--- config.mk ---
export PLATFORM = sky130hd
export DESIGN_NAME = per_bin_peak_hold_decay_core
export DESIGN_NICKNAME = d
export VERILOG_FILES = /design/src/rtl/core/phd_pkg.sv /design/src/rtl/core/phd_store.sv /design/src/rtl/core/phd_mod_pipe.sv /design/src/rtl/core/per_bin_peak_hold_decay_core.sv
export SDC_FILE = /design/constraint.sdc
export NUM_CORES = 2
export LEC_CHECK = 0
export ABC_CLOCK_PERIOD_IN_PS = 9400
export BUFFER_PORTS_ARGS = -buffer_cell sky130_fd_sc_hd__buf_2
export CORE_MARGIN = 3
export CORE_UTILIZATION = 50
export DETAILED_ROUTE_END_ITERATION = 10
export PLACE_DENSITY = 0.65
export SETUP_SLACK_MARGIN = 0.3
export SKIP_CTS_REPAIR_TIMING = 1
export SLEW_MARGIN = 25
export SYNTH_ARGS = -nofsm -noshare
export SYNTH_HDL_FRONTEND = slang
export SYNTH_MEMORY_MAX_BITS = 65536
export SYNTH_SLANG_ARGS = --single-unit
--- constraint.sdc ---
create_clock -name i_clk -period 9.4 [get_ports i_clk]
set_clock_uncertainty 0.05 [all_clocks]
set_input_delay 0.47 -clock i_clk [delete_from_list [all_inputs] [get_ports i_clk]]
set_output_delay 0.47 -clock i_clk [all_outputs]
set_load 0.01 [all_outputs]
--- src/rtl/core/phd_pkg.sv ---
// ----------------------------------------------------------------------------
// phd_pkg
// Shared types and constants for the per-bin peak hold and decay core.
// ----------------------------------------------------------------------------
package phd_pkg;

    localparam int BIN_W  = 7;
    localparam int MAG_W  = 7;
    localparam int CNT_W  = 16;
    localparam int AMT_W  = 8;
    localparam int LVL_W  = 8;
    localparam int CFG_W  = 16;
    localparam int CFGI_W = 2;

    localparam int BIN_SPAN = 1 << BIN_W;

    localparam logic [MAG_W-1:0] PEAK_MAX = 7'd127;
    localparam logic [CNT_W-1:0] CNT_MAX  = 16'hFFFF;

    typedef enum logic [CFGI_W-1:0] {
        CFG_HOLD,
        CFG_INTERVAL,
        CFG_AMOUNT
    } t_cfg_idx;

    typedef struct packed {
        logic [BIN_W-1:0] bin_index;
        logic [MAG_W-1:0] rssi_magnitude;
    } t_in_word;

    typedef struct packed {
        logic [BIN_W-1:0]        bin_out;
        logic [MAG_W-1:0]        peak_magnitude;
        logic signed [LVL_W-1:0] level_dbm;
    } t_out_word;

    typedef struct packed {
        logic [MAG_W-1:0] peak;
        logic [CNT_W-1:0] cnt;
    } t_entry;

    // per-word context carried down the pipeline
    typedef struct packed {
        logic [BIN_W-1:0] bin;
        logic [MAG_W-1:0] mag;
        logic             inr;
        logic             le;
        logic             try_decay;
        logic [MAG_W-1:0] peak;
        logic [CNT_W-1:0] cnt;
    } t_ctx;

endpackage

--- src/rtl/core/phd_store.sv ---
// ----------------------------------------------------------------------------
// phd_store
// Per-bin peak and hold counter memory, one read and one write port, with
// registered read data and per-entry valid bits standing in for reset values.
// ----------------------------------------------------------------------------
module phd_store import phd_pkg::*; #(
    parameter int DEPTH = 128,
    parameter int AW    = 7
) (
    input  logic          i_clk,
    input  logic          i_rst_n,
    input  logic          i_rd_en,
    input  logic [AW-1:0] i_rd_addr,
    output t_entry        o_rd_entry,
    input  logic          i_wr_en,
    input  logic [AW-1:0] i_wr_addr,
    input  t_entry        i_wr_entry
);

    t_entry           r_mem [DEPTH];
    logic [DEPTH-1:0] r_vld;
    t_entry           r_q;
    logic             r_q_vld;

    always_ff @(posedge i_clk) begin
        if (i_wr_en) begin
            r_mem[i_wr_addr] <= i_wr_entry;
        end
        if (i_rd_en) begin
            r_q <= r_mem[i_rd_addr];
        end
    end

    always_ff @(posedge i_clk) begin
        if (!i_rst_n) begin
            r_vld   <= '0;
            r_q_vld <= 1'b0;
        end else begin
            if (i_wr_en) begin
                r_vld[i_wr_addr] <= 1'b1;
            end
            if (i_rd_en) begin
                r_q_vld <= r_vld[i_rd_addr];
            end
        end
    end

    assign o_rd_entry = r_q_vld ? r_q : t_entry'{peak: PEAK_MAX, cnt: '0};

endmodule

--- src/rtl/core/phd_mod_pipe.sv ---
// ----------------------------------------------------------------------------
// phd_mod_pipe
// Restoring remainder pipeline, one quotient bit per stage, carrying the
// word context alongside. Reports whether a given bin is in flight.
// ----------------------------------------------------------------------------
module phd_mod_pipe import phd_pkg::*; (
    input  logic             i_clk,
    input  logic             i_rst_n,
    input  logic             i_vld,
    output logic             o_rdy,
    input  t_ctx             i_ctx,
    input  logic [CNT_W-1:0] i_phase,
    input  logic [CNT_W-1:0] i_div,
    input  logic [BIN_W-1:0] i_probe_bin,
    output logic             o_hit,
    output logic             o_vld,
    input  logic             i_rdy,
    output t_ctx             o_ctx,
    output logic [CNT_W-1:0] o_rem
);

    localparam int NSTG = CNT_W;

    logic             r_vld [NSTG];
    t_ctx             r_ctx [NSTG];
    logic [CNT_W-1:0] r_rem [NSTG];
    logic [CNT_W-1:0] r_ph  [NSTG];

    logic             s_vld [NSTG];
    t_ctx             s_ctx [NSTG];
    logic [CNT_W-1:0] s_rem [NSTG];
    logic [CNT_W-1:0] s_ph  [NSTG];
    logic             w_rdy [NSTG];
    logic             w_nrdy[NSTG];
    logic [CNT_W-1:0] n_rem [NSTG];

    for (genvar k = 0; k < NSTG; k++) begin : g_stg
        logic [CNT_W:0] w_t;
        logic [CNT_W:0] w_d;

        if (k == 0) begin : g_head
            assign s_vld[k] = i_vld;
            assign s_ctx[k] = i_ctx;
            assign s_rem[k] = '0;
            assign s_ph[k]  = i_phase;
        end else begin : g_body
            assign s_vld[k] = r_vld[k-1];
            assign s_ctx[k] = r_ctx[k-1];
            assign s_rem[k] = r_rem[k-1];
            assign s_ph[k]  = r_ph[k-1];
        end

        if (k == NSTG - 1) begin : g_tail
            assign w_nrdy[k] = i_rdy;
        end else begin : g_mid
            assign w_nrdy[k] = w_rdy[k+1];
        end

        assign w_rdy[k] = !r_vld[k] || w_nrdy[k];

        assign w_t      = {s_rem[k], s_ph[k][CNT_W-1]};
        assign w_d      = w_t - {1'b0, i_div};
        assign n_rem[k] = (w_t >= {1'b0, i_div}) ? w_d[CNT_W-1:0] : w_t[CNT_W-1:0];

        always_ff @(posedge i_clk) begin
            if (!i_rst_n) begin
                r_vld[k] <= 1'b0;
            end else if (w_rdy[k]) begin
                r_vld[k] <= s_vld[k];
            end
        end

        always_ff @(posedge i_clk) begin
            if (w_rdy[k] && s_vld[k]) begin
                r_ctx[k] <= s_ctx[k];
                r_rem[k] <= n_rem[k];
                r_ph[k]  <= {s_ph[k][CNT_W-2:0], 1'b0};
            end
        end
    end

    always_comb begin
        o_hit = 1'b0;
        for (int k = 0; k < NSTG; k++) begin
            o_hit = o_hit | (r_vld[k] && (r_ctx[k].bin == i_probe_bin));
        end
    end

    assign o_rdy = w_rdy[0];
    assign o_vld = r_vld[NSTG-1];
    assign o_ctx = r_ctx[NSTG-1];
    assign o_rem = r_rem[NSTG-1];

endmodule

--- src/rtl/core/per_bin_peak_hold_decay_core.sv ---
// ----------------------------------------------------------------------------
// per_bin_peak_hold_decay_core
// Per-bin peak hold with decay for a spectrum display.
// ----------------------------------------------------------------------------
// One input word per cycle is taken while no word in flight addresses the
// same bin and the output side does not hold the flow; every word yields
// one output word (memory read registered at the accepting edge, then counter
// update and decay phase, 16 remainder stages, output register). A word for
// a bin that is still in flight waits until the earlier word has written
// back its peak and counter, so repeats of one bin do not overlap in the
// pipeline. Peaks read as 127 and counters as 0 after reset with no clearing
// pass. Configuration registers may be written only when idle.
// ----------------------------------------------------------------------------
module per_bin_peak_hold_decay_core import phd_pkg::*; #(
    parameter int NUM_BINS = 128
) (
    input  logic              i_clk,
    input  logic              i_rst_n,
    input  logic              i_in_valid,
    output logic              o_in_ready,
    input  t_in_word          i_in_word,
    output logic              o_out_valid,
    input  logic              i_out_ready,
    output t_out_word         o_out_word,
    input  logic              i_cfg_valid,
    output logic              o_cfg_ready,
    input  logic [CFGI_W-1:0] i_cfg_index,
    input  logic [CFG_W-1:0]  i_cfg_data
);

    localparam int DEPTH = (NUM_BINS < BIN_SPAN) ? NUM_BINS : BIN_SPAN;
    localparam int AW    = (DEPTH > 1) ? $clog2(DEPTH) : 1;

    logic [CNT_W-1:0] r_hold;
    logic [CNT_W-1:0] r_intv;
    logic [AMT_W-1:0] r_amt;

    logic             r_a_vld;
    logic [BIN_W-1:0] r_a_bin;
    logic [MAG_W-1:0] r_a_mag;
    logic             r_a_inr;

    logic             r_b_vld;
    t_ctx             r_b_ctx;

    logic             r_o_vld;
    t_out_word        r_o_word;

    logic             w_acc;
    logic             w_hit;
    logic             w_rdy_a;
    logic             w_rdy_b;
    logic             w_rdy_o;
    logic             w_inr;
    t_entry           w_rd;
    t_ctx             n_b_ctx;
    logic [CNT_W-1:0] w_cnt_inc;
    t_ctx             w_m_ctx;
    logic [CNT_W-1:0] w_phase;
    logic [CNT_W-1:0] w_div;
    logic             w_m_rdy;
    logic             w_m_hit;
    logic             w_q_vld;
    t_ctx             w_q_ctx;
    logic [CNT_W-1:0] w_q_rem;
    logic [AMT_W:0]   w_sum;
    logic [MAG_W-1:0] w_decayed;
    logic [MAG_W-1:0] n_peak;
    logic             w_wr_en;
    t_out_word        n_o_word;

    // configuration
    assign o_cfg_ready = 1'b1;

    always_ff @(posedge i_clk) begin
        if (!i_rst_n) begin
            r_hold <= CNT_W'(2);
            r_intv <= CNT_W'(1);
            r_amt  <= AMT_W'(2);
        end else if (i_cfg_valid) begin
            case (i_cfg_index)
                CFG_HOLD:     r_hold <= i_cfg_data;
                CFG_INTERVAL: r_intv <= i_cfg_data;
                CFG_AMOUNT:   r_amt  <= i_cfg_data[AMT_W-1:0];
                default:      ;
            endcase
        end
    end

    // input side and in-flight interlock
    assign w_inr   = {{(32-BIN_W){1'b0}}, i_in_word.bin_index} < 32'(NUM_BINS);
    assign w_hit   = (r_a_vld && (r_a_bin == i_in_word.bin_index))
                  || (r_b_vld && (r_b_ctx.bin == i_in_word.bin_index))
                  || w_m_hit;
    assign w_rdy_o = !r_o_vld || i_out_ready;
    assign w_rdy_b = !r_b_vld || w_m_rdy;
    assign w_rdy_a = !r_a_vld || w_rdy_b;
    assign o_in_ready = w_rdy_a && !w_hit;
    assign w_acc   = i_in_valid && o_in_ready;

    phd_store #(
        .DEPTH (DEPTH),
        .AW    (AW)
    ) u_store (
        .i_clk      (i_clk),
        .i_rst_n    (i_rst_n),
        .i_rd_en    (w_acc),
        .i_rd_addr  (i_in_word.bin_index[AW-1:0]),
        .o_rd_entry (w_rd),
        .i_wr_en    (w_wr_en),
        .i_wr_addr  (w_q_ctx.bin[AW-1:0]),
        .i_wr_entry (t_entry'{peak: n_peak, cnt: w_q_ctx.cnt})
    );

    // stage A: memory data arrives
    always_ff @(posedge i_clk) begin
        if (!i_rst_n) begin
            r_a_vld <= 1'b0;
        end else if (w_rdy_a) begin
            r_a_vld <= w_acc;
        end
    end

    always_ff @(posedge i_clk) begin
        if (w_acc) begin
            r_a_bin <= i_in_word.bin_index;
            r_a_mag <= i_in_word.rssi_magnitude;
            r_a_inr <= w_inr;
        end
    end

    assign w_cnt_inc = (w_rd.cnt == CNT_MAX) ? w_rd.cnt : w_rd.cnt + CNT_W'(1);

    always_comb begin
        n_b_ctx           = '0;
        n_b_ctx.bin       = r_a_bin;
        n_b_ctx.mag       = r_a_mag;
        n_b_ctx.inr       = r_a_inr;
        n_b_ctx.le        = r_a_mag <= w_rd.peak;
        n_b_ctx.peak      = w_rd.peak;
        n_b_ctx.cnt       = n_b_ctx.le ? '0 : w_cnt_inc;
        n_b_ctx.try_decay = 1'b0;
    end

    // stage B: decay phase
    always_ff @(posedge i_clk) begin
        if (!i_rst_n) begin
            r_b_vld <= 1'b0;
        end else if (w_rdy_b) begin
            r_b_vld <= r_a_vld;
        end
    end

    always_ff @(posedge i_clk) begin
        if (w_rdy_b && r_a_vld) begin
            r_b_ctx <= n_b_ctx;
        end
    end

    always_comb begin
        w_m_ctx           = r_b_ctx;
        w_m_ctx.try_decay = !r_b_ctx.le && (r_b_ctx.cnt > r_hold)
                         && (r_b_ctx.peak < PEAK_MAX);
    end

    assign w_phase = r_b_ctx.cnt - r_hold;
    assign w_div   = (r_intv == '0) ? CNT_W'(1) : r_intv;

    phd_mod_pipe u_mod (
        .i_clk       (i_clk),
        .i_rst_n     (i_rst_n),
        .i_vld       (r_b_vld),
        .o_rdy       (w_m_rdy),
        .i_ctx       (w_m_ctx),
        .i_phase     (w_phase),
        .i_div       (w_div),
        .i_probe_bin (i_in_word.bin_index),
        .o_hit       (w_m_hit),
        .o_vld       (w_q_vld),
        .i_rdy       (w_rdy_o),
        .o_ctx       (w_q_ctx),
        .o_rem       (w_q_rem)
    );

    // write-back and output register
    assign w_sum     = {2'b00, w_q_ctx.peak} + {1'b0, r_amt};
    assign w_decayed = (w_sum > {2'b00, PEAK_MAX}) ? PEAK_MAX : w_sum[MAG_W-1:0];

    always_comb begin
        if (w_q_ctx.le) begin
            n_peak = w_q_ctx.mag;
        end else if (w_q_ctx.try_decay && (w_q_rem == '0)) begin
            n_peak = w_decayed;
        end else begin
            n_peak = w_q_ctx.peak;
        end
    end

    assign w_wr_en = w_q_vld && w_rdy_o && w_q_ctx.inr;

    always_comb begin
        n_o_word.bin_out        = w_q_ctx.bin;
        n_o_word.peak_magnitude = w_q_ctx.inr ? n_peak : PEAK_MAX;
        n_o_word.level_dbm      = LVL_W'(0) - {1'b0, w_q_ctx.mag};
    end

    always_ff @(posedge i_clk) begin
        if (!i_rst_n) begin
            r_o_vld <= 1'b0;
        end else if (w_rdy_o) begin
            r_o_vld <= w_q_vld;
        end
    end

    always_ff @(posedge i_clk) begin
        if (w_rdy_o && w_q_vld) begin
            r_o_word <= n_o_word;
        end
    end

    assign o_out_valid = r_o_vld;
    assign o_out_word  = r_o_word;

endmodule

### Word level (Yosys, flattened, before mapping)

Memory sizes are Yosys's and may differ from the RTL's. A register that Yosys moved wholly into a read port is not among the register bits.
Cells that the tools add are included.

| storage, ports and cells | value |
|---|---|
| output and inout port bits | 25 |
| word-level logic and storage cells | 335 |
| register bits after elaboration | 246 |
| memory bits (writable) | 4096 |
| memories | 5 |

Memory list:

| memory | depth | width | read ports | clocked after memory_dff | write ports | line | text |
|---|---|---|---|---|---|---|---|
| u_store.r_mem | 128 | 23 | 1 | 1 | 1 | phd_store.sv:20 | `t_entry r_mem [DEPTH];` |
| u_mod.r_ctx | 16 | 40 | 16 | 0 | 16 | phd_mod_pipe.sv:25 | `t_ctx r_ctx [NSTG];` |
| u_mod.r_rem | 16 | 16 | 16 | 0 | 16 | phd_mod_pipe.sv:26 | `logic [CNT_W-1:0] r_rem [NSTG];` |
| u_mod.r_ph | 16 | 15 | 15 | 0 | 16 | phd_mod_pipe.sv:27 | `logic [CNT_W-1:0] r_ph [NSTG];` |
| u_mod.r_vld | 16 | 1 | 16 | 0 | 16 | phd_mod_pipe.sv:24 | `logic r_vld [NSTG];` |

| cells by class | value |
|---|---|
| eq/ne operators | 21 |
| mux-type cells | 125 |
| reduce and logical (&&, ||, !) cells | 91 |
| $lt $le $gt $ge | 23 |
| $add $sub $neg | 20 |
| bitwise operators | 32 |

Operator list:

| operator | count |
|---|---|
| $mux 16 | 18 |
| $sub 16x16->16 | 16 |
| $ge 17x16->1 | 15 |
| $or 128x128->128 | 1 |
| $eq 7x7->1 | 18 |
| $mux 1 | 101 |
| $logic_and 1x1->1 | 43 |
| $logic_not 16->1 | 2 |
| $or 1x1->1 | 31 |
| $mux 23 | 1 |
| $logic_not 1->1 | 21 |
| $logic_or 1x1->1 | 21 |
| $mux 7 | 3 |
| $add 16x1->16 const B | 1 |
| $eq 16x16->1 const B | 1 |
| $ge 1x16->1 | 1 |
| $gt 16x16->1 | 1 |
| $lt 7x8->1 const B | 2 |
| $sub 1x16->16 | 1 |
| $add 7x8->9 | 1 |
| $gt 9x7->1 const B | 1 |
| $sub 1x7->8 const A | 1 |
| $bmux 1 s7 | 1 |
| $demux 1 s7 | 1 |
| 7 further kinds | 9 |

### Logic depth before layout (Yosys ltp)

| depth | value |
|---|---|
| word-level depth | 22 |
| gate-level depth with buffers | 15 |

### Modules after synthesis

From an unflattened synthesis, not the netlist that was laid out.

| second synthesis, totals | value |
|---|---|
| cell total of the unflattened synthesis | 8672 |
| area, all modules | 170736.2 µm² |

By module, submodules not included:

| module | seq. area each (µm²) | times used | area an instance (µm²) | cells an instance |
|---|---|---|---|---|
| phd_store | 91677.9 | 1 | 117406.4 | 4808 |
| phd_mod_pipe | 30979.7 | 1 | 46887.5 | 3211 |
| per_bin_peak_hold_decay_core | 3083.0 | 1 | 6442.4 | 653 |

### Worst setup path after synthesis

No wires, ideal clock.

| path | value |
|---|---|
| path kind | register -> register |
| start | memory u_mod.r_vld[15][0], in the netlist u_mod.r_vld[1][7] |
| end | memory u_mod.r_vld[3][0], in the netlist u_mod.r_vld[0][3] (data pin) |
| library setup time | 0.168 ns |
| setup slack | 2.626 ns |
| stages on the path, launching flop included | 7 |
| buffers on the path | 0 |
| period minus slack after synthesis | 6.774 ns |
| arrival time | 6.556 ns |
| path through | edfxtp_1 -> and4b_1 -> and3_1 -> nand3_1 -> nor2_1 -> a21boi_0 -> and2_1 |

RTL lines:

| element | line |
|---|---|
| from (decl) | phd_mod_pipe.sv:24 |

==> reports/qor_table.md <==
| Result | Reported |
| --- | --- |
| Status | completed |
| Initial drt markers | 8868 |
| CTS tree | yes |
| Nature of the critical path endpoint | register |
| Library cells used by synthesis | 70 |
| Post-route non-filler standard cell count | 13790 |
| Post-route design area | 0.1906 mm² |
| Post-synthesis to final-layout area growth | 13.03% |
| Portion of the clock cycle consumed by the worst path in the final layout | 59.01% |
| Number of buffers added by the clock tree synthesis step | 422 |
| Reg-to-reg slack, setup | 3.85 ns |
| Asr flop ratio synth | 0% |
| Minimum setup slack after placement | 4.007 ns |
| Number of register bits inferred by synthesis | 4229 |
| Setup CP Type | reg2reg |
| Initial antenna violation count | 19 |
| Maximum number of pins on one net before global-route repair | 140 |
| Placed Instances | 12940 |
| Setup TNS | 0 ns |
| Clock buffer depth | 4 |
| Worst slew pin tran | 1.087 ns |
| Number of vias after detailed routing | 84470 |
| Number of nets in the final layout | 9247 |
| Initial cell density of the core | 50.41% |
| Clock transition at the register clock pins on the worst setup and hold paths after CTS | 0.06 ns |
| Number of global-route vias before repair | 85030 |
| Total number of yosys warnings | 0 |
| Number of buffer cells added on primary ports | 60 |
| FILL cells | 24390 |
| Final-report setup violation count | 0 |
| Skew-Pair Late Insertion Delay | 0.97 ns |
| Power per standard cell area | 204.2 mW/mm² |
| Drt pass-1 iters | 8 |
| Root buffer cell | clkbuf_16 |
| Antenna-violating nets left | 0 |
| IR drop worst, VDD | 0.1914 mV |
| Headroom to the max-slew limit | 26.60% |
| Detailed Place HPWL | 237000 µm |
| Synthesized area divided by synthesized cell count | 19.91 µm² |
| Primary flip-flop cell chosen by synthesis mapping | edfxtp_1 |
| Max_cap viols | 0 |
| Capturing element of the worst setup path | u_mod.r_rem[1][84] |
| Worst R2R Path Depth | 12 |
| First-pass GRT wire length | 593200 µm |
| Hold Slack | 0.04859 ns |
| Aggregate routed wire length | 410800 µm |
| Worst endpoint required time | 9.96 ns |
| CTS sink cnt | 4229 |
| Total GRT Usage | 23.62% |
| Leading cell types by total area after synthesis | edfxtp_1, mux4_2, dfxtp_1 |
| Crit path DAT | 6.10 ns |
| Die span in x | 586.7 µm |
| H-tree depth reported by CTS | 5 |
| DRC violation count after routing | 0 |
| Min-delay worst type | in2reg |
| Post-place instance area | 0.1760 mm² |
| Leakage | 60.72 nW |
| Row count | 212 |
| Via/cell ratio | 6.127 |
| Unrepaired setup endpoints after global routing | false |
| Sequential element share of the synthesized area | 74.28% |
| Timing startpoint of the critical path | r_intv[8] |
| Most common cell after layout, fill and taps aside | edfxtp_1 |
| Gr ovfl total | 0 |
| Startpoint types | register |
| Final weighted congestion in routability-driven placement | 0.8599 |
| Wire per inst | 29.80 µm |
| Highest-count cells in the layout ignoring fill and taps | edfxtp_1, mux4_2, clkbuf_16 |
| Number of enable flip-flop cells after synthesis | 4056 |
| R2R Path End | u_mod.r_rem[1][84] |
| Cell type contributing the most total cell area after synthesis | edfxtp_1 |
| Share of post-route cells with drive strength above 1 | 23.09% |
| Cell area after synthesis | 0.1686 mm² |
| Worst-path maximum fanout | 30 |
| Cell count after synthesis | 8470 |
| Die area | 0.3443 mm² |
| Startpoint of the most critical hold path | i_cfg_valid |
| Slew Viols, Final | 0 |
| Final Hold Violating Endpoints | 0 |
| Least setup slack across all paths after layout | 3.853 ns |
| Post-layout minimum cycle time | 5.547 ns |
| Worst reg2reg path startpoint | r_intv[8] |
| Share of Yosys cell area claimed by the top area cell type | 72.23% |
| Max Freq | 0.1803 GHz |
| Core region area | 0.3345 mm² |
| Die height | 586.7 µm |
| IO Pins | 62 |
| Total nets after synthesis | 8798 |
-- stage by stage --
| step | util (%) | power, W |
|---|---|---|
| finish | 56.98 | 0.03892 |
| global placement | 52.58 | 0.02246 |
| floorplan | - | 0.02195 |
| detailed placement | 52.62 | 0.02249 |
| CTS | 56.78 | 0.03923 |
| global route | 56.97 | 0.04009 |
-- cells in the mapped netlist, drive strengths merged (77+ instances only) --
cell,n
nand2,317
nor3,77
buf,105
xnor2,168
o21a,215
clkbuf,226
mux4,1005
edfxtp,4056
nor2,339
xor2,158
dfxtp,173
inv,164
ha,274
o21ai,234
a21oi,219
-- power breakdown --
part	switching [W]	internal, W
clock network	0.00704	0.00978
registers	0.0000479	0.0204
logic	0.000907	0.000713
-- critical path, cell delays in order (launching register included) --
cell and delay [ns]:
dfxtp_1 0.33, nor4_1 0.34, nand4_1 0.39, nor3_1 0.73, or2_2 0.63, ha_1 0.31
nor2b_1 0.07, o31a_1 0.28, o41ai_1 0.60, o21ai_1 0.26, a21oi_1 0.29, o21a_1 0.68
o31ai_1 0.19
-- state kept, by name, summed over array words and instances (netlist names), 22 cells and up --
name and count:
o_out_word 22, r_b_ctx 38, u_mod.r_ctx 624, u_mod.r_ph 120
u_mod.r_rem 256, u_store.r_mem 2944, u_store.r_q 23, u_store.r_vld 128
-- worst min path at each step --
stage | end | slack, ns | cells past startpoint
after CTS | r_a_mag[0] | -0.43 | 1
final | r_hold[2] | 0.05 | 4
after floorplan | u_mod.r_ctx[0][100] | 0.35 | 0
after global placement | u_mod.r_ctx[0][241] | 0.35 | 0
after global routing | r_a_bin[2] | 0.04 | 1
after detailed placement | u_mod.r_ctx[0][107] | 0.35 | 0
-- metal layers --
metal | global-route usage (%) | wire length (µm)
met5 | 0 | 36
met3 | 3.522 | 32640
met2 | 38.50 | 200300
met1 | 33.03 | 163200
met4 | 7.807 | 14700
-- cells by family (layout without fill, tap and decap cells) --
logic type | after synthesis | count (layout) | share of synthesized area, %
adder cells (fa/ha/maj) | 291 | 291 | 2.235
XOR/XNOR | 326 | 326 | 1.693
multiplexers | 1095 | 1095 | 14.00
other | 1 | 14 | 0.002224
buffers and inverters | 496 | 1307 | 1.180
flip-flops | 4229 | 4229 | 74.28
AO/OA/AOI/OAI | 928 | 928 | 3.544
AND/OR/NAND/NOR | 1104 | 1104 | 3.060
-- layout make-up --
type	count	area [µm²]	area share, %
Multi-Input combinational cell	3745	41980	22.03
Timing Repair Buffer	356	3156	1.656
Inverter	165	619.3	0.3250
Clock inverter	247	2564	1.345
Antenna cell	13	32.53	0.01707
Clock buffer	539	11360	5.959
Tap cell	4494	5623	2.950
Sequential cell	4229	125300	65.72
No activity file was read; power rests on OpenSTA's default activity.
